[src/design/differential_drive_odometry_macros.svh]
// Assertion helpers for the odometry block. They sample on i_clk and are
// switched off while i_rst_n is low.
`ifndef DIFFERENTIAL_DRIVE_ODOMETRY_MACROS_SVH
`define DIFFERENTIAL_DRIVE_ODOMETRY_MACROS_SVH

// The consequent must hold in the same cycle as the antecedent.
`define DDO_ASSERT_SAME(label, ante, cons, msg) \
    label: assert property (@(posedge i_clk) disable iff (!i_rst_n) (ante) |-> (cons)) \
        else $error(msg);

// The consequent must hold in the cycle after the antecedent.
`define DDO_ASSERT_NEXT(label, ante, cons, msg) \
    label: assert property (@(posedge i_clk) disable iff (!i_rst_n) (ante) |=> (cons)) \
        else $error(msg);

`endif

[src/design/ddo_pkg.sv]
`timescale 1ns / 1ps

package ddo_pkg;

    localparam int COUNT_BITS    = 16;
    localparam int CFG_BITS      = 32;
    localparam int ANGLE_BITS    = 40;
    localparam int POS_BITS      = 48;
    localparam int DEG_BITS      = 9;

    // Wheel travel: (dr + dl) * distance_per_count is in 2^-25 mm.
    localparam int TRAVEL_BITS   = 40;
    localparam int TRAVEL_SHIFT  = 9;
    localparam int TRAVEL_HALF   = TRAVEL_BITS / 2;

    // CORDIC datapath.
    localparam int ATAN_DEPTH       = 32;
    localparam int ATAN_IDX_BITS    = 5;
    localparam int ATAN_BITS        = 32;
    localparam int ATAN_SCALE_SHIFT = ANGLE_BITS - ATAN_BITS;
    localparam int CS_BITS          = 33;
    localparam int Z_BITS           = ANGLE_BITS + 1;
    localparam logic signed [CS_BITS-1:0] CORDIC_GAIN_Q30 = 33'sd652032874;

    // Shared multiplier and the exact Q30 scaling.
    localparam int MUL_A_BITS    = CS_BITS;
    localparam int MUL_B_BITS    = TRAVEL_HALF + 1;
    localparam int PROD_BITS     = MUL_A_BITS + MUL_B_BITS;
    localparam int ACC_BITS      = PROD_BITS + TRAVEL_HALF;
    localparam int Q30_SHIFT     = 30;
    localparam int DELTA_BITS    = ACC_BITS - Q30_SHIFT;
    localparam int SUM_BITS      = POS_BITS + 1;
    localparam int DEG_PROD_BITS = ANGLE_BITS + DEG_BITS;

    localparam logic [CFG_BITS-1:0] DIST_PER_COUNT_RESET = 32'd287407;
    localparam logic [CFG_BITS-1:0] ANGLE_PER_DIFF_RESET = 32'd11991;
    localparam logic [DEG_BITS-1:0] DEG_PER_TURN         = 9'd360;

    localparam logic signed [POS_BITS-1:0] POS_MAX = {1'b0, {(POS_BITS-1){1'b1}}};
    localparam logic signed [POS_BITS-1:0] POS_MIN = {1'b1, {(POS_BITS-1){1'b0}}};

    typedef enum logic [0:0] {
        CFG_DISTANCE_PER_COUNT   = 1'b0,
        CFG_ANGLE_PER_COUNT_DIFF = 1'b1
    } t_cfg_index;

    typedef enum logic [1:0] {
        QUAD_EAST  = 2'd0,
        QUAD_NORTH = 2'd1,
        QUAD_WEST  = 2'd2,
        QUAD_SOUTH = 2'd3
    } t_quadrant;

    // Arctangent of 2^-i in units of 2^-32 turn.
    function automatic logic [ATAN_BITS-1:0] atan_turn32(input logic [ATAN_IDX_BITS-1:0] idx);
        logic [ATAN_BITS-1:0] v;
        case (idx)
            5'd0:  v = 32'h20000000;
            5'd1:  v = 32'h12E4051D;
            5'd2:  v = 32'h09FB385B;
            5'd3:  v = 32'h051111D4;
            5'd4:  v = 32'h028B0D43;
            5'd5:  v = 32'h0145D7E1;
            5'd6:  v = 32'h00A2F61E;
            5'd7:  v = 32'h00517C55;
            5'd8:  v = 32'h0028BE53;
            5'd9:  v = 32'h00145F2F;
            5'd10: v = 32'h000A2F98;
            5'd11: v = 32'h000517CC;
            5'd12: v = 32'h00028BE6;
            5'd13: v = 32'h000145F3;
            5'd14: v = 32'h0000A2F9;
            5'd15: v = 32'h0000517C;
            5'd16: v = 32'h000028BE;
            5'd17: v = 32'h0000145F;
            5'd18: v = 32'h00000A2F;
            5'd19: v = 32'h00000517;
            5'd20: v = 32'h0000028B;
            5'd21: v = 32'h00000145;
            5'd22: v = 32'h000000A2;
            5'd23: v = 32'h00000051;
            5'd24: v = 32'h00000028;
            5'd25: v = 32'h00000014;
            5'd26: v = 32'h0000000A;
            5'd27: v = 32'h00000005;
            5'd28: v = 32'h00000002;
            5'd29: v = 32'h00000001;
            5'd30: v = 32'h00000000;
            5'd31: v = 32'h00000000;
        endcase
        return v;
    endfunction

endpackage

[src/design/ddo_in_if.sv]
`timescale 1ns / 1ps

interface ddo_in_if;
    import ddo_pkg::*;

    logic                  valid;
    logic                  ready;
    logic [COUNT_BITS-1:0] right_count;
    logic [COUNT_BITS-1:0] left_count;

    modport source (output valid, output right_count, output left_count, input ready);
    modport sink (input valid, input right_count, input left_count, output ready);
endinterface

[src/design/ddo_out_if.sv]
`timescale 1ns / 1ps

interface ddo_out_if;
    import ddo_pkg::*;

    logic                       valid;
    logic                       ready;
    logic signed [DEG_BITS-1:0] heading_degrees;
    logic signed [POS_BITS-1:0] position_x;
    logic signed [POS_BITS-1:0] position_y;

    modport source (output valid, output heading_degrees, output position_x,
                    output position_y, input ready);
    modport sink (input valid, input heading_degrees, input position_x,
                  input position_y, output ready);
endinterface

[src/design/differential_drive_odometry.sv]
`timescale 1ns / 1ps
// Dead-reckoning odometry for a differential-drive base.
// The input channel carries one word per update with the cumulative right and
// left encoder counts. The output channel returns one word per input word with
// the heading in whole degrees and the X and Y positions in 2^-16 mm.
// The two scale registers are written through the plain write port. The user
// must write them only while the block has no word in flight (not enforced).
// An input word is taken only when the sequencer is idle. It then runs the
// heading, travel, CORDIC, rotation, X and Y position and degree steps
// before the result word is loaded into the output register, and no new word
// is taken until then. The pace is set by the CORDIC loop, one iteration per
// cycle, and by the single multiplier, which serves the heading, the travel
// and four partial products of the position update.
// The output register parts the two sides: the next input word is accepted
// while an earlier result still waits, and only the final load waits when the
// receiver stalls with a result still held.
// Reset clears the encoder snapshots, heading and position to zero and loads
// the scale registers with their default values.
`include "differential_drive_odometry_macros.svh"

module differential_drive_odometry #(
    parameter int CORDIC_STEPS = 20
) (
    input  logic                         i_clk,
    input  logic                         i_rst_n,
    input  logic                         i_cfg_we,
    input  ddo_pkg::t_cfg_index          i_cfg_index,
    input  logic [ddo_pkg::CFG_BITS-1:0] i_cfg_data,
    ddo_in_if.sink                       i_in,
    ddo_out_if.source                    o_out
);
    import ddo_pkg::*;

    localparam logic [ATAN_IDX_BITS-1:0] ITER_LAST = ATAN_IDX_BITS'(CORDIC_STEPS - 1);
    localparam logic [ANGLE_BITS-1:0] EIGHTH_TURN = ANGLE_BITS'(1) << (ANGLE_BITS - 3);
    localparam logic signed [Z_BITS-1:0] Z_EIGHTH = Z_BITS'(1) << (ANGLE_BITS - 3);

    typedef enum logic [10:0] {
        S_IDLE     = 11'b000_0000_0001,
        S_MUL_HEAD = 11'b000_0000_0010,
        S_ADD_HEAD = 11'b000_0000_0100,
        S_TRAVEL   = 11'b000_0000_1000,
        S_CORDIC   = 11'b000_0001_0000,
        S_ROTATE   = 11'b000_0010_0000,
        S_MUL_LO   = 11'b000_0100_0000,
        S_MUL_HI   = 11'b000_1000_0000,
        S_SUM      = 11'b001_0000_0000,
        S_ACC      = 11'b010_0000_0000,
        S_DEG      = 11'b100_0000_0000
    } t_state;

    t_state r_state, n_state;

    // Configuration and architectural state.
    logic [CFG_BITS-1:0]         r_dist_per_count;
    logic [CFG_BITS-1:0]         r_angle_per_diff;
    logic [COUNT_BITS-1:0]       r_prev_right;
    logic [COUNT_BITS-1:0]       r_prev_left;
    logic [ANGLE_BITS-1:0]       r_heading;
    logic signed [POS_BITS-1:0]  r_pos_x;
    logic signed [POS_BITS-1:0]  r_pos_y;

    // Working registers of the sequencer.
    logic signed [COUNT_BITS:0]  r_diff;
    logic [COUNT_BITS:0]         r_sum;
    logic [TRAVEL_BITS-1:0]      r_travel;
    logic signed [CS_BITS-1:0]   r_cx;
    logic signed [CS_BITS-1:0]   r_cy;
    logic signed [Z_BITS-1:0]    r_z;
    logic [ATAN_IDX_BITS-1:0]    r_iter;
    t_quadrant                   r_quad;
    logic signed [PROD_BITS-1:0] r_prod;
    logic signed [ACC_BITS-1:0]  r_acc;
    logic                        r_sin_pass;
    logic [ANGLE_BITS-1:0]       r_habs;
    logic                        r_hneg;

    // Output register.
    logic                        r_out_valid;
    logic signed [DEG_BITS-1:0]  r_out_deg;
    logic signed [POS_BITS-1:0]  r_out_x;
    logic signed [POS_BITS-1:0]  r_out_y;

    logic                        w_accept;
    logic                        w_out_load;
    logic [COUNT_BITS-1:0]       w_dr;
    logic [COUNT_BITS-1:0]       w_dl;
    logic signed [MUL_A_BITS-1:0] w_mul_a;
    logic signed [MUL_B_BITS-1:0] w_mul_b;
    logic signed [PROD_BITS-1:0] w_mul_p;
    logic signed [CS_BITS-1:0]   w_coef;
    logic [ANGLE_BITS-1:0]       w_hround;
    logic [ANGLE_BITS-1:0]       w_resid;
    logic signed [CS_BITS-1:0]   w_dx;
    logic signed [CS_BITS-1:0]   w_dy;
    logic signed [Z_BITS-1:0]    w_atan_z;
    logic signed [DELTA_BITS-1:0] w_delta;
    logic signed [POS_BITS-1:0]  w_pos_cur;
    logic signed [SUM_BITS-1:0]  w_pos_sum;
    logic signed [POS_BITS-1:0]  w_pos_sat;
    logic [DEG_PROD_BITS-1:0]    w_deg_prod;
    logic [DEG_BITS-1:0]         w_deg_mag;
    logic signed [DEG_BITS-1:0]  w_deg;

    assign i_in.ready  = (r_state == S_IDLE);
    assign w_accept    = i_in.valid && (r_state == S_IDLE);
    assign w_out_load  = (r_state == S_DEG) && (!r_out_valid || o_out.ready);

    assign o_out.valid           = r_out_valid;
    assign o_out.heading_degrees = r_out_deg;
    assign o_out.position_x      = r_out_x;
    assign o_out.position_y      = r_out_y;

    // Encoder differences wrap with the counters, so a reversal reads as a
    // large forward step.
    assign w_dr = i_in.right_count - r_prev_right;
    assign w_dl = i_in.left_count - r_prev_left;

    // The one multiplier. Its operands are picked by the current step.
    assign w_coef = r_sin_pass ? r_cy : r_cx;

    always_comb begin
        unique case (r_state)
            S_MUL_HEAD: begin
                w_mul_a = {1'b0, r_angle_per_diff};
                w_mul_b = {{(MUL_B_BITS-COUNT_BITS-1){r_diff[COUNT_BITS]}}, r_diff};
            end
            S_ADD_HEAD: begin
                w_mul_a = {1'b0, r_dist_per_count};
                w_mul_b = {{(MUL_B_BITS-COUNT_BITS-1){1'b0}}, r_sum};
            end
            S_MUL_LO: begin
                w_mul_a = w_coef;
                w_mul_b = {1'b0, r_travel[TRAVEL_HALF-1:0]};
            end
            S_MUL_HI: begin
                w_mul_a = w_coef;
                w_mul_b = {1'b0, r_travel[TRAVEL_BITS-1:TRAVEL_HALF]};
            end
            default: begin
                w_mul_a = '0;
                w_mul_b = '0;
            end
        endcase
    end

    assign w_mul_p = w_mul_a * w_mul_b;

    // Quadrant reduction: the nearest quarter turn and a residual within an
    // eighth of a turn either side.
    assign w_hround = r_heading + EIGHTH_TURN;
    assign w_resid  = r_heading - {w_hround[ANGLE_BITS-1 -: 2], {(ANGLE_BITS-2){1'b0}}};

    // One CORDIC rotation step.
    assign w_dx     = r_cy >>> r_iter;
    assign w_dy     = r_cx >>> r_iter;
    assign w_atan_z = {1'b0, atan_turn32(r_iter), {ATAN_SCALE_SHIFT{1'b0}}};

    // Position update with saturation at the 48-bit limits.
    assign w_delta   = r_acc[ACC_BITS-1:Q30_SHIFT];
    assign w_pos_cur = r_sin_pass ? r_pos_y : r_pos_x;
    assign w_pos_sum = {w_pos_cur[POS_BITS-1], w_pos_cur}
                     + {{(SUM_BITS-DELTA_BITS){w_delta[DELTA_BITS-1]}}, w_delta};

    always_comb begin
        if (w_pos_sum[SUM_BITS-1] != w_pos_sum[POS_BITS-1]) begin
            w_pos_sat = w_pos_sum[SUM_BITS-1] ? POS_MIN : POS_MAX;
        end else begin
            w_pos_sat = w_pos_sum[POS_BITS-1:0];
        end
    end

    // Heading in degrees, truncated toward zero.
    assign w_deg_prod = DEG_PROD_BITS'(r_habs) * DEG_PROD_BITS'(DEG_PER_TURN);
    assign w_deg_mag  = w_deg_prod[DEG_PROD_BITS-1 -: DEG_BITS];
    assign w_deg      = r_hneg ? -w_deg_mag : w_deg_mag;

    always_comb begin
        n_state = r_state;
        unique case (r_state)
            S_IDLE:     if (w_accept) n_state = S_MUL_HEAD;
            S_MUL_HEAD: n_state = S_ADD_HEAD;
            S_ADD_HEAD: n_state = S_TRAVEL;
            S_TRAVEL:   n_state = S_CORDIC;
            S_CORDIC:   if (r_iter == ITER_LAST) n_state = S_ROTATE;
            S_ROTATE:   n_state = S_MUL_LO;
            S_MUL_LO:   n_state = S_MUL_HI;
            S_MUL_HI:   n_state = S_SUM;
            S_SUM:      n_state = S_ACC;
            S_ACC:      n_state = r_sin_pass ? S_DEG : S_MUL_LO;
            S_DEG:      if (w_out_load) n_state = S_IDLE;
            default:    n_state = S_IDLE;
        endcase
    end

    // Control and architectural state.
    always_ff @(posedge i_clk) begin
        if (!i_rst_n) begin
            r_state          <= S_IDLE;
            r_dist_per_count <= DIST_PER_COUNT_RESET;
            r_angle_per_diff <= ANGLE_PER_DIFF_RESET;
            r_prev_right     <= '0;
            r_prev_left      <= '0;
            r_heading        <= '0;
            r_pos_x          <= '0;
            r_pos_y          <= '0;
            r_iter           <= '0;
            r_sin_pass       <= 1'b0;
            r_out_valid      <= 1'b0;
        end else begin
            r_state <= n_state;

            if (i_cfg_we) begin
                unique case (i_cfg_index)
                    CFG_DISTANCE_PER_COUNT:   r_dist_per_count <= i_cfg_data;
                    CFG_ANGLE_PER_COUNT_DIFF: r_angle_per_diff <= i_cfg_data;
                endcase
            end

            if (w_accept) begin
                r_prev_right <= i_in.right_count;
                r_prev_left  <= i_in.left_count;
            end

            // The heading wraps modulo one turn.
            if (r_state == S_ADD_HEAD) begin
                r_heading <= r_heading + r_prod[ANGLE_BITS-1:0];
            end

            if (r_state == S_TRAVEL) begin
                r_iter <= '0;
            end else if (r_state == S_CORDIC) begin
                r_iter <= r_iter + 1'b1;
            end

            if (r_state == S_ROTATE) begin
                r_sin_pass <= 1'b0;
            end else if (r_state == S_ACC) begin
                r_sin_pass <= 1'b1;
                if (r_sin_pass) begin
                    r_pos_y <= w_pos_sat;
                end else begin
                    r_pos_x <= w_pos_sat;
                end
            end

            if (w_out_load) begin
                r_out_valid <= 1'b1;
            end else if (o_out.ready) begin
                r_out_valid <= 1'b0;
            end
        end
    end

    // Datapath registers.
    always_ff @(posedge i_clk) begin
        if (w_accept) begin
            r_diff <= $signed({1'b0, w_dr}) - $signed({1'b0, w_dl});
            r_sum  <= {1'b0, w_dr} + {1'b0, w_dl};
        end

        unique case (r_state) inside
            S_MUL_HEAD, S_ADD_HEAD, S_MUL_LO: begin
                r_prod <= w_mul_p;
            end
            S_TRAVEL: begin
                r_travel <= r_prod[TRAVEL_SHIFT +: TRAVEL_BITS];
                r_quad   <= t_quadrant'(w_hround[ANGLE_BITS-1 -: 2]);
                r_z      <= {w_resid[ANGLE_BITS-1], w_resid};
                r_cx     <= CORDIC_GAIN_Q30;
                r_cy     <= '0;
            end
            S_CORDIC: begin
                if (!r_z[Z_BITS-1]) begin
                    r_cx <= r_cx - w_dx;
                    r_cy <= r_cy + w_dy;
                    r_z  <= r_z - w_atan_z;
                end else begin
                    r_cx <= r_cx + w_dx;
                    r_cy <= r_cy - w_dy;
                    r_z  <= r_z + w_atan_z;
                end
            end
            S_ROTATE: begin
                // Turn the cosine and sine back by the quadrant taken off.
                case (r_quad)
                    QUAD_EAST: begin
                        r_cx <= r_cx;
                        r_cy <= r_cy;
                    end
                    QUAD_NORTH: begin
                        r_cx <= -r_cy;
                        r_cy <= r_cx;
                    end
                    QUAD_WEST: begin
                        r_cx <= -r_cx;
                        r_cy <= -r_cy;
                    end
                    QUAD_SOUTH: begin
                        r_cx <= r_cy;
                        r_cy <= -r_cx;
                    end
                endcase
                r_hneg <= r_heading[ANGLE_BITS-1];
                r_habs <= r_heading[ANGLE_BITS-1] ? -r_heading : r_heading;
            end
            S_MUL_HI: begin
                r_acc  <= {{TRAVEL_HALF{r_prod[PROD_BITS-1]}}, r_prod};
                r_prod <= w_mul_p;
            end
            S_SUM: begin
                r_acc <= r_acc + {r_prod, {TRAVEL_HALF{1'b0}}};
            end
            default: ;
        endcase

        if (w_out_load) begin
            r_out_deg <= w_deg;
            r_out_x   <= r_pos_x;
            r_out_y   <= r_pos_y;
        end
    end

    `DDO_ASSERT_NEXT(a_snapshot_taken, i_in.valid && i_in.ready,
        (r_prev_right == $past(i_in.right_count)) && (r_prev_left == $past(i_in.left_count)),
        "encoder snapshot not taken from the accepted word")
    `DDO_ASSERT_SAME(a_iter_bound, r_state == S_CORDIC, r_iter <= ITER_LAST,
        "CORDIC iteration counter ran past the last step")
    `DDO_ASSERT_SAME(a_residual_range, (r_state == S_CORDIC) && (r_iter == '0),
        (r_z >= -Z_EIGHTH) && (r_z < Z_EIGHTH),
        "quadrant residual outside an eighth of a turn")
    `DDO_ASSERT_SAME(a_degree_range, o_out.valid,
        (o_out.heading_degrees >= -9'sd180) && (o_out.heading_degrees <= 9'sd179),
        "heading in degrees outside one turn")
    `DDO_ASSERT_NEXT(a_result_loaded, w_out_load, o_out.valid && (r_state == S_IDLE),
        "result word not presented after the final step")

endmodule

[src/flat_wrapper.sv]
// flat-port wrapper written by rule: the top's interface ports become plain ports
module differential_drive_odometry_flat import ddo_pkg::*;
#(
    parameter int CORDIC_STEPS = 20
)
  (i_clk, i_rst_n, i_cfg_we, i_cfg_index, i_cfg_data, i_in_valid, i_in_right_count, i_in_left_count, i_in_ready, o_out_valid, o_out_heading_degrees, o_out_position_x, o_out_position_y, o_out_ready);
  ddo_in_if i_in_i ();
  ddo_out_if o_out_i ();
  input  logic i_clk;
  input  logic i_rst_n;
  input  logic i_cfg_we;
  input  ddo_pkg::t_cfg_index i_cfg_index;
  input  logic [ddo_pkg::CFG_BITS-1:0] i_cfg_data;
  input wire logic [$bits(i_in_i.valid)-1:0] i_in_valid;
  input wire logic [$bits(i_in_i.right_count)-1:0] i_in_right_count;
  input wire logic [$bits(i_in_i.left_count)-1:0] i_in_left_count;
  output wire logic [$bits(i_in_i.ready)-1:0] i_in_ready;
  output wire logic [$bits(o_out_i.valid)-1:0] o_out_valid;
  output wire logic [$bits(o_out_i.heading_degrees)-1:0] o_out_heading_degrees;
  output wire logic [$bits(o_out_i.position_x)-1:0] o_out_position_x;
  output wire logic [$bits(o_out_i.position_y)-1:0] o_out_position_y;
  input wire logic [$bits(o_out_i.ready)-1:0] o_out_ready;
  assign i_in_i.valid = i_in_valid;
  assign i_in_i.right_count = i_in_right_count;
  assign i_in_i.left_count = i_in_left_count;
  assign i_in_ready = i_in_i.ready;
  assign o_out_valid = o_out_i.valid;
  assign o_out_heading_degrees = o_out_i.heading_degrees;
  assign o_out_position_x = o_out_i.position_x;
  assign o_out_position_y = o_out_i.position_y;
  assign o_out_i.ready = o_out_ready;
  differential_drive_odometry #(.CORDIC_STEPS(CORDIC_STEPS)) u_core (.i_clk(i_clk), .i_rst_n(i_rst_n), .i_cfg_we(i_cfg_we), .i_cfg_index(i_cfg_index), .i_cfg_data(i_cfg_data), .i_in(i_in_i), .o_out(o_out_i));
endmodule
[config.mk]
export PLATFORM = sky130hd
export DESIGN_NAME = differential_drive_odometry_flat
export DESIGN_NICKNAME = d
export VERILOG_FILES = /design/src/design/ddo_pkg.sv /design/src/design/ddo_in_if.sv /design/src/design/ddo_out_if.sv /design/src/design/differential_drive_odometry.sv /design/src/flat_wrapper.sv
export VERILOG_INCLUDE_DIRS = /design/src /design/src/design
export SDC_FILE = /design/constraint.sdc
export NUM_CORES = 2
export LEC_CHECK = 0
export ABC_CLOCK_PERIOD_IN_PS = 28500
export BUFFER_PORTS_ARGS = -buffer_cell sky130_fd_sc_hd__clkbuf_2
export CAP_MARGIN = 20
export CORE_MARGIN = 4
export CORE_UTILIZATION = 65
export DETAILED_ROUTE_END_ITERATION = 10
export PLACE_DENSITY = 0.82
export SLEW_MARGIN = 40
export SYNTH_ARGS = -nofsm -noshare
export SYNTH_HDL_FRONTEND = slang
export SYNTH_SLANG_ARGS = --single-unit
[constraint.sdc]
create_clock -name i_clk -period 28.5 [get_ports i_clk]
set_input_delay 2.85 -clock i_clk [delete_from_list [all_inputs] [get_ports i_clk]]
set_output_delay 2.85 -clock i_clk [all_outputs]
set_load 0.02 [all_outputs]
* Word level (Yosys, flattened, before mapping)
Memories as Yosys holds them, arrays and structs flattened. A register that Yosys moved wholly into a read port is not among the register bits.
Index checks and enable logic that the tools add are counted.
** Operators by class
- Reduce and logical (&&, ||, !) cells :: 19
- Multipliers :: 2
- Shift-type cells :: 2
- Muxes and demuxes :: 26
- $add $sub $neg :: 20
- Bitwise gates (word level) :: 4
- Equality and inequality tests :: 20
** Operators by type and width (count)
- 33-bit case mux with 3 select lines :: 5
- 74-bit case mux with 2 select lines :: 1
- 48-bit two-way mux :: 3
- 11-bit case mux with 11 select lines :: 1
- 33-bit two-way mux :: 3
- 21-bit case mux with 4 select lines :: 1
- 41-bit case mux with 2 select lines :: 1
- 74-bit adder :: 1
- 33-bit adder :: 2
- 33-bit negation :: 2
- 33-bit by 5-bit >>> shifter with 33-bit output :: 2
- 33-bit subtractor :: 2
- 33-bit by 21-bit multiplier with 54-bit output :: 1
- 48-bit by 44-bit adder with 49-bit output :: 1
- 40-bit by 6-bit multiplier with 46-bit output, second input constant :: 1
- 11-bit two-way mux :: 4
- 41-bit adder :: 1
- 41-bit two-way mux :: 1
- 41-bit subtractor :: 1
- 40-bit by 38-bit adder with 40-bit output, second input constant :: 1
- 40-bit adder :: 1
- 40-bit negation :: 1
- 40-bit subtractor :: 1
- 39-bit two-way mux :: 1
- 36 further kinds :: 54
** Word-level totals
- Output and inout bits :: 107
- Logic and storage cells :: 120
- Memories kept :: 1
- ROM bits :: 960
- Register bits after elaboration :: 707
** Memories
- (name not given) :: depth 32, width 30, read ports 1, clocked after Yosys merged registers in 1, wr ports 0, line ddo_pkg.sv:57 : case (idx)

* Logic depth before layout (Yosys ltp)
- Depth after elaboration :: 5
- Depth in mapped cells :: 37
- Gate-level depth less buffers :: 34

* Worst setup path after synthesis
Ideal clock, no wire load.
- Path kind :: register to register
- From :: register u_core.r_state[6]
- To :: register u_core.r_cx[0], enable pin
- Path slack :: 18.798 ns
- Buffers on the path :: 0
- Setup time :: 0.512 ns
- Period minus slack after synthesis :: 9.702 ns
- Required time :: 27.988 ns
- Stages on the path, launching flop included :: 6
- Arrival time :: 9.190 ns
- Cells stage by stage :: dfxtp_1 -> nor2_1 -> nand4_1 -> nor4b_1 -> nor2_1 -> a21oi_1
** On the way
- Cells in the longest elaborated chain, start to end :: 3
- Elaborated cells between the ends (all ways) :: 6
** Ends and longest elaborated chain
- start: declaration :: line differential_drive_odometry.sv:52 : t_state r_state, n_state;
- start signal: assignment :: line differential_drive_odometry.sv:211 : r_state <= n_state;
- 11-bit by 6-bit equality test with 1-bit output (tied with other cells)
- 2-bit != test (no line) / 3-bit nonzero test (equally long branches)
- 2-bit AND reduction (no line) *
- end signal: assignment :: line differential_drive_odometry.sv:275 : r_cx <= r_cx - w_dx;
- end signal: assignment :: line differential_drive_odometry.sv:279 : r_cx <= r_cx + w_dx;
- end signal: assignment :: line differential_drive_odometry.sv:288 : r_cx <= r_cx;
- end: declaration :: line differential_drive_odometry.sv:67 : logic signed [CS_BITS-1:0] r_cx;
Mark *: on every way between the ends. The rest lies on a longest branch, timed or not.
A chain may end at the register's enable or synchronous reset.

* Worst setup path in the final report
- From :: register u_core.r_state[5]
- To :: register u_core.r_prod[50], data pin
** On the way
- Cells in the longest elaborated chain, start to end :: 4
- Elaborated cells between the ends (all ways) :: 8
** Ends and longest elaborated chain
- 11-bit by 8-bit equality test with 1-bit output / 11-bit by 7-bit equality test with 1-bit output (equally long branches) :: line differential_drive_odometry.sv:123 : unique case (r_state)
- 2-bit OR reduction (no line)
- 33-bit case mux with 3 select lines :: line differential_drive_odometry.sv:123
- 33-bit by 21-bit multiplier with 54-bit output * :: line differential_drive_odometry.sv:147 : assign w_mul_p = w_mul_a * w_mul_b;
- net u_core.w_mul_p[50] :: line differential_drive_odometry.sv:90 : logic signed [PROD_BITS-1:0] w_mul_p;
- end signal: assignment :: line differential_drive_odometry.sv:264 : r_prod <= w_mul_p;
- end signal: assignment :: line differential_drive_odometry.sv:309 : r_prod <= w_mul_p;
- end: declaration :: line differential_drive_odometry.sv:72 : logic signed [PROD_BITS-1:0] r_prod;
The timed path passes the listed nets; every way through them passes the cells marked *.

==> impl_table.tex <==
\begin{tabular}{lr}
\hline
Metric & Value \\
\hline
\multicolumn{2}{l}{\textbf{Worst setup path}} \\
\quad Endpoint of the worst-slack reg-to-reg timing path & u\_core.r\_prod[50] \\
\quad Required @ worst endpoint & 28940 ps \\
\quad Data arrival time at the worst-slack endpoint & 11330 ps \\
\quad Cell mode on critical path & sky130\_fd\_sc\_hd\_\_fa\_1 \\
\quad CP endpoint kind & register \\
\quad Classification of the worst setup path & reg2reg \\
\quad Slowest CP cell & sky130\_fd\_sc\_hd\_\_buf\_4 \\
\quad CP Buf/Inv Count & 7 \\
\quad Reg2reg path depth & 34 \\
\quad Worst reg2reg path startpoint & u\_core.r\_state[5] \\
\quad Max stage delay on crit path & 630 ps \\
\quad Largest driver fanout on the critical path & 51 \\
\quad Minimum setup slack among reg-to-reg paths & 17610 ps \\
\quad Worst setup SP type & register \\
\quad Cell depth of the worst setup path & 34 \\
\quad Crit path max-delay family & adder cells \\
\multicolumn{2}{l}{\textbf{Cells and area}} \\
\quad Fraction of final layout cells sized beyond drive strength 1 & 7.82\% \\
\quad Area Overhead vs Synth & 6.25\% \\
\quad Number of nets in the final layout & 10.1k \\
\quad Filler cell count in the final layout & 9311 \\
\quad Final standard cell area without fillers & 83300 um\^{}2 \\
\quad Non-filler instance count after layout & 10.4k \\
\multicolumn{2}{l}{\textbf{Clocking}} \\
\quad Total of hold buffers inserted after clock tree synthesis & 0 \\
\quad Clock sink count & 708 \\
\quad CTS tree & built \\
\quad Root buffer selected by CTS & sky130\_fd\_sc\_hd\_\_clkbuf\_16 \\
\quad Buffer count from post-CTS setup fixing & 0 \\
\quad Count of instances resized after the clock tree is built & 0 \\
\quad Clock transition at the registers of the reported paths & 60 ps \\
\quad H-tree depth & 3 \\
\quad Number of buffers created by CTS & 82 \\
\quad Buffers from clock root to sink, at most & 3 \\
\quad Clock latency on the worst-skew pair & 720 ps \\
\multicolumn{2}{l}{\textbf{Synth}} \\
\quad Synth Net Count & 10.2k \\
\quad Most common flop cell mapped by yosys & sky130\_fd\_sc\_hd\_\_edfxtp\_1 \\
\quad Cell type with the largest total area after synthesis & sky130\_fd\_sc\_hd\_\_fa\_1 \\
\quad Sequential cell area fraction in the yosys report & 23.5\% \\
\quad Register bit total from synthesis & 708 \\
\quad Post-synth top area share & 19.7\% \\
\quad Mapped cell area & 78400 um\^{}2 \\
\quad Fraction of synthesis flops using an asynchronous set or reset pin & 0\% \\
\quad Dominant cell by count in the synthesized netlist & sky130\_fd\_sc\_hd\_\_nand2\_1 \\
\quad Number of warning messages in the yosys log & 0 \\
\quad Post-Syn Instances & 8800 \\
\quad Largest cells by area after synthesis & sky130\_fd\_sc\_hd\_\_fa\_1 (20\%), sky130\_fd\_sc\_hd\_\_edfxtp\_1 (16\%), sky130\_fd\_sc\_hd\_\_ha\_1 (8.6\%), sky130\_fd\_sc\_hd\_\_dfxtp\_1 (7.1\%), sky130\_fd\_sc\_hd\_\_nand2\_1 (5.7\%) \\
\quad Number of synthesized flops with an enable pin & 428 \\
\quad Synth cell types & 110 \\
\quad Synthesized area divided by synthesized cell count & 8.91 um\^{}2 \\
\quad Most frequent cells after synthesis & sky130\_fd\_sc\_hd\_\_nand2\_1 (1201), sky130\_fd\_sc\_hd\_\_inv\_1 (1071), sky130\_fd\_sc\_hd\_\_fa\_1 (770), sky130\_fd\_sc\_hd\_\_nor2\_1 (640), sky130\_fd\_sc\_hd\_\_ha\_1 (538) \\
\multicolumn{2}{l}{\textbf{Outcome}} \\
\quad Run status & finished clean \\
\multicolumn{2}{l}{\textbf{Global routing}} \\
\quad Via count of the first global-routing pass & 66.1k \\
\quad Overflow left after global routing & 0 \\
\quad Maximum number of pins on one net before global-route repair & 86 \\
\quad Overall routing resource usage & 39.1\% \\
\quad Wire length of the first global-routing pass & 383000 um \\
\quad Antenna violations before repair & 4 \\
\multicolumn{2}{l}{\textbf{Timing}} \\
\quad Max-slew violation count & 0 \\
\quad Final period util & 38.2\% \\
\quad Normalized max-slew margin & 38.3\% \\
\quad Final Skew & 39.2 ps \\
\quad Final Hold Vio Count & 0 \\
\quad Setup repair after global routing missed its margin & no \\
\quad Number of endpoints failing setup at the final stage & 0 \\
\quad Highest clock rate & 91.9 MHz \\
\quad Total negative slack & 0 ps \\
\quad Worst hold slack & 454 ps \\
\quad Minimum clock period after layout & 10890 ps \\
\quad Slew at the pin with the worst max-slew slack & 916 ps \\
\multicolumn{2}{l}{\textbf{Detailed routing}} \\
\quad Router iterations before antenna repair & 9 \\
\quad Via Count & 67.2k \\
\quad Total Routed Length & 250000 um \\
\quad Post-DR vias/cell & 6.46 \\
\quad Antenna Nets Post-Route & 0 \\
\quad DRC viols & 0 \\
\quad Number of DRC markers after the initial detailed-route iteration & 7577 \\
\quad Routed WL per cell & 24.0 um \\
\multicolumn{2}{l}{\textbf{Placed design}} \\
\quad Count of input and output buffers & 176 \\
\quad Sum of net half-perimeters after detailed placement & 189000 um \\
\quad Routability cong. & 0.991 \\
\quad Cell area reported after detailed placement & 80500 um\^{}2 \\
\quad Placed insts & 10.2k \\
\multicolumn{2}{l}{\textbf{Floorplanning}} \\
\quad Initial core utilization & 65.5\% \\
\quad I/O Pins & 177 \\
\quad Std-Cell Rows & 127 \\
\quad Die outline width & 355 um \\
\quad Die area & 126000 um\^{}2 \\
\quad Die Ht & 355 um \\
\quad Core region area & 120000 um\^{}2 \\
\multicolumn{2}{l}{\textbf{Worst hold path}} \\
\quad Hold wc startpoint & u\_core.r\_dist\_per\_count[17] \\
\quad Hold path endpoint & u\_core.r\_dist\_per\_count[17] \\
\quad Classification of the worst-slack hold path & reg2reg \\
\quad Hold-critical path depth & 2 \\
\multicolumn{2}{l}{\textbf{Pwr}} \\
\quad Leakage power & 0.0373 uW \\
\quad Cell area power density & 45.1 nW/um\^{}2 \\
\quad Peak VDD IR & 0.0637 mV \\
\multicolumn{2}{l}{\textbf{Run}} \\
\quad Number of max-cap violations & 0 \\
\hline
\end{tabular}
layout make-up:
cell class	count	area [um^2]	share of cell area, %
Antenna cell	5	12.5	0.0150
Clock buffer	112	2290	2.75
Clock inverter	41	485	0.583
Inverter	1079	4050	4.86
Multi-Input combinational cell	6551	54200	65.0
Sequential cell	708	18500	22.2
Tap cell	1612	2020	2.42
Timing Repair Buffer	294	1810	2.17
per-layer routing:
layer	share of wire [%]	global-route usage [%]	wire (um)
met4	6.1	19.2	15200
met2	45	61.7	112000
met1	38	50.7	93900
met5	0.0052	0	13
met3	11	9.63	28100
how the worst max path moves through the flow:
stage                       from                 to  slack, ps
2_1_floorplan  u_core.r_state[6]     u_core.r_cx[0]      18800
3_3_place_gp   u_core.r_state[9]  u_core.r_prod[50]      17560
3_5_place_dp   u_core.r_state[9]  u_core.r_prod[50]      17700
4_1_cts        u_core.r_state[9]  u_core.r_prod[50]      17680
5_1_grt        u_core.r_state[7]  u_core.r_prod[50]      17180
6_report       u_core.r_state[5]  u_core.r_prod[50]      17610
power by group:
group          switching [uW]  internal (uW)  total (uW)  leakage, uW
registers                 105           1200        1300      0.00631
logic                     849            510        1360       0.0297
clock network             480            618        1100      0.00134
total                    1430           2330        3760       0.0373
flip-flops by register name, summed over array words and instances (netlist names), 9 cells and up:
signal                        flops
u_core.o_out.heading_degrees      9
u_core.o_out.position_x          48
u_core.o_out.position_y          48
u_core.r_acc                     54
u_core.r_angle_per_diff          32
u_core.r_cx                      33
u_core.r_cy                      33
u_core.r_diff                    16
u_core.r_dist_per_count          32
u_core.r_habs                    40
u_core.r_heading                 40
u_core.r_pos_x                   48
u_core.r_pos_y                   48
u_core.r_prev_left               16
u_core.r_prev_right              16
u_core.r_prod                    54
u_core.r_state                   11
u_core.r_sum                     17
u_core.r_travel                  40
u_core.r_z                       33
u_core.w_atan_z                  30
kinds of logic (layout without fill, tap and decap cells):
group	Yosys count	in the layout	synth area share [%]
and+or+nand+nor	2567	2567	14.6
AOI/OAI and AO/OA	1910	1910	15.4
buffers and inverters	1541	1526	7.68
adders and majority gates	1308	1308	28.2
DFF	708	708	23.5
xor gates and xnor gates	522	522	5.86
muxes	244	244	4.67
other	0	5	0
placed cells by master, fill, tap and decap left out, drive strengths merged, types with 30 or more instances in the layout:
cell / Yosys / layout
a211oi: 57 / 57
a21o: 161 / 161
a21oi: 522 / 522
a22oi: 69 / 69
a31oi: 68 / 68
and2: 54 / 54
and3: 59 / 59
buf: 96 / 116
clkbuf: 366 / 289
clkinv: 6 / 30
dfxtp: 280 / 280
edfxtp: 428 / 428
fa: 770 / 770
ha: 538 / 538
inv: 1073 / 1079
mux2: 68 / 68
mux2i: 89 / 89
mux4: 87 / 87
nand2: 1202 / 1202
nand2b: 89 / 89
nand3: 111 / 111
nand4: 55 / 55
nor2: 640 / 640
nor2b: 61 / 61
nor3: 112 / 112
nor4: 30 / 30
o211ai: 60 / 60
o21a: 94 / 94
o21ai: 478 / 478
o21bai: 52 / 52
o22ai: 54 / 54
o31ai: 40 / 40
or3: 43 / 43
xnor2: 296 / 296
xor2: 225 / 225
per-stage QoR:
stage | utilization [%] | power (uW) | worst slack, ps
2_1_floorplan | - | 2230 | 18800
3_3_place_gp | 67.0 | 2600 | 17560
3_5_place_dp | 67.2 | 2630 | 17700
4_1_cts | 69.5 | 3730 | 17680
5_1_grt | 69.5 | 3930 | 17180
6_report | 69.5 | 3760 | 17610
worst register-to-register path: cells and delay by family, from the launching register on:
family	cells	cell delay (ps)
XOR/XNOR	1	130
AO/OA/AOI/OAI	6	1650
adder cells (fa/ha/maj)	8	3780
flip-flops	1	340
buffers and inverters	7	1930
AND/OR/NAND/NOR	12	2810
Power figures use the tool's default switching activity.
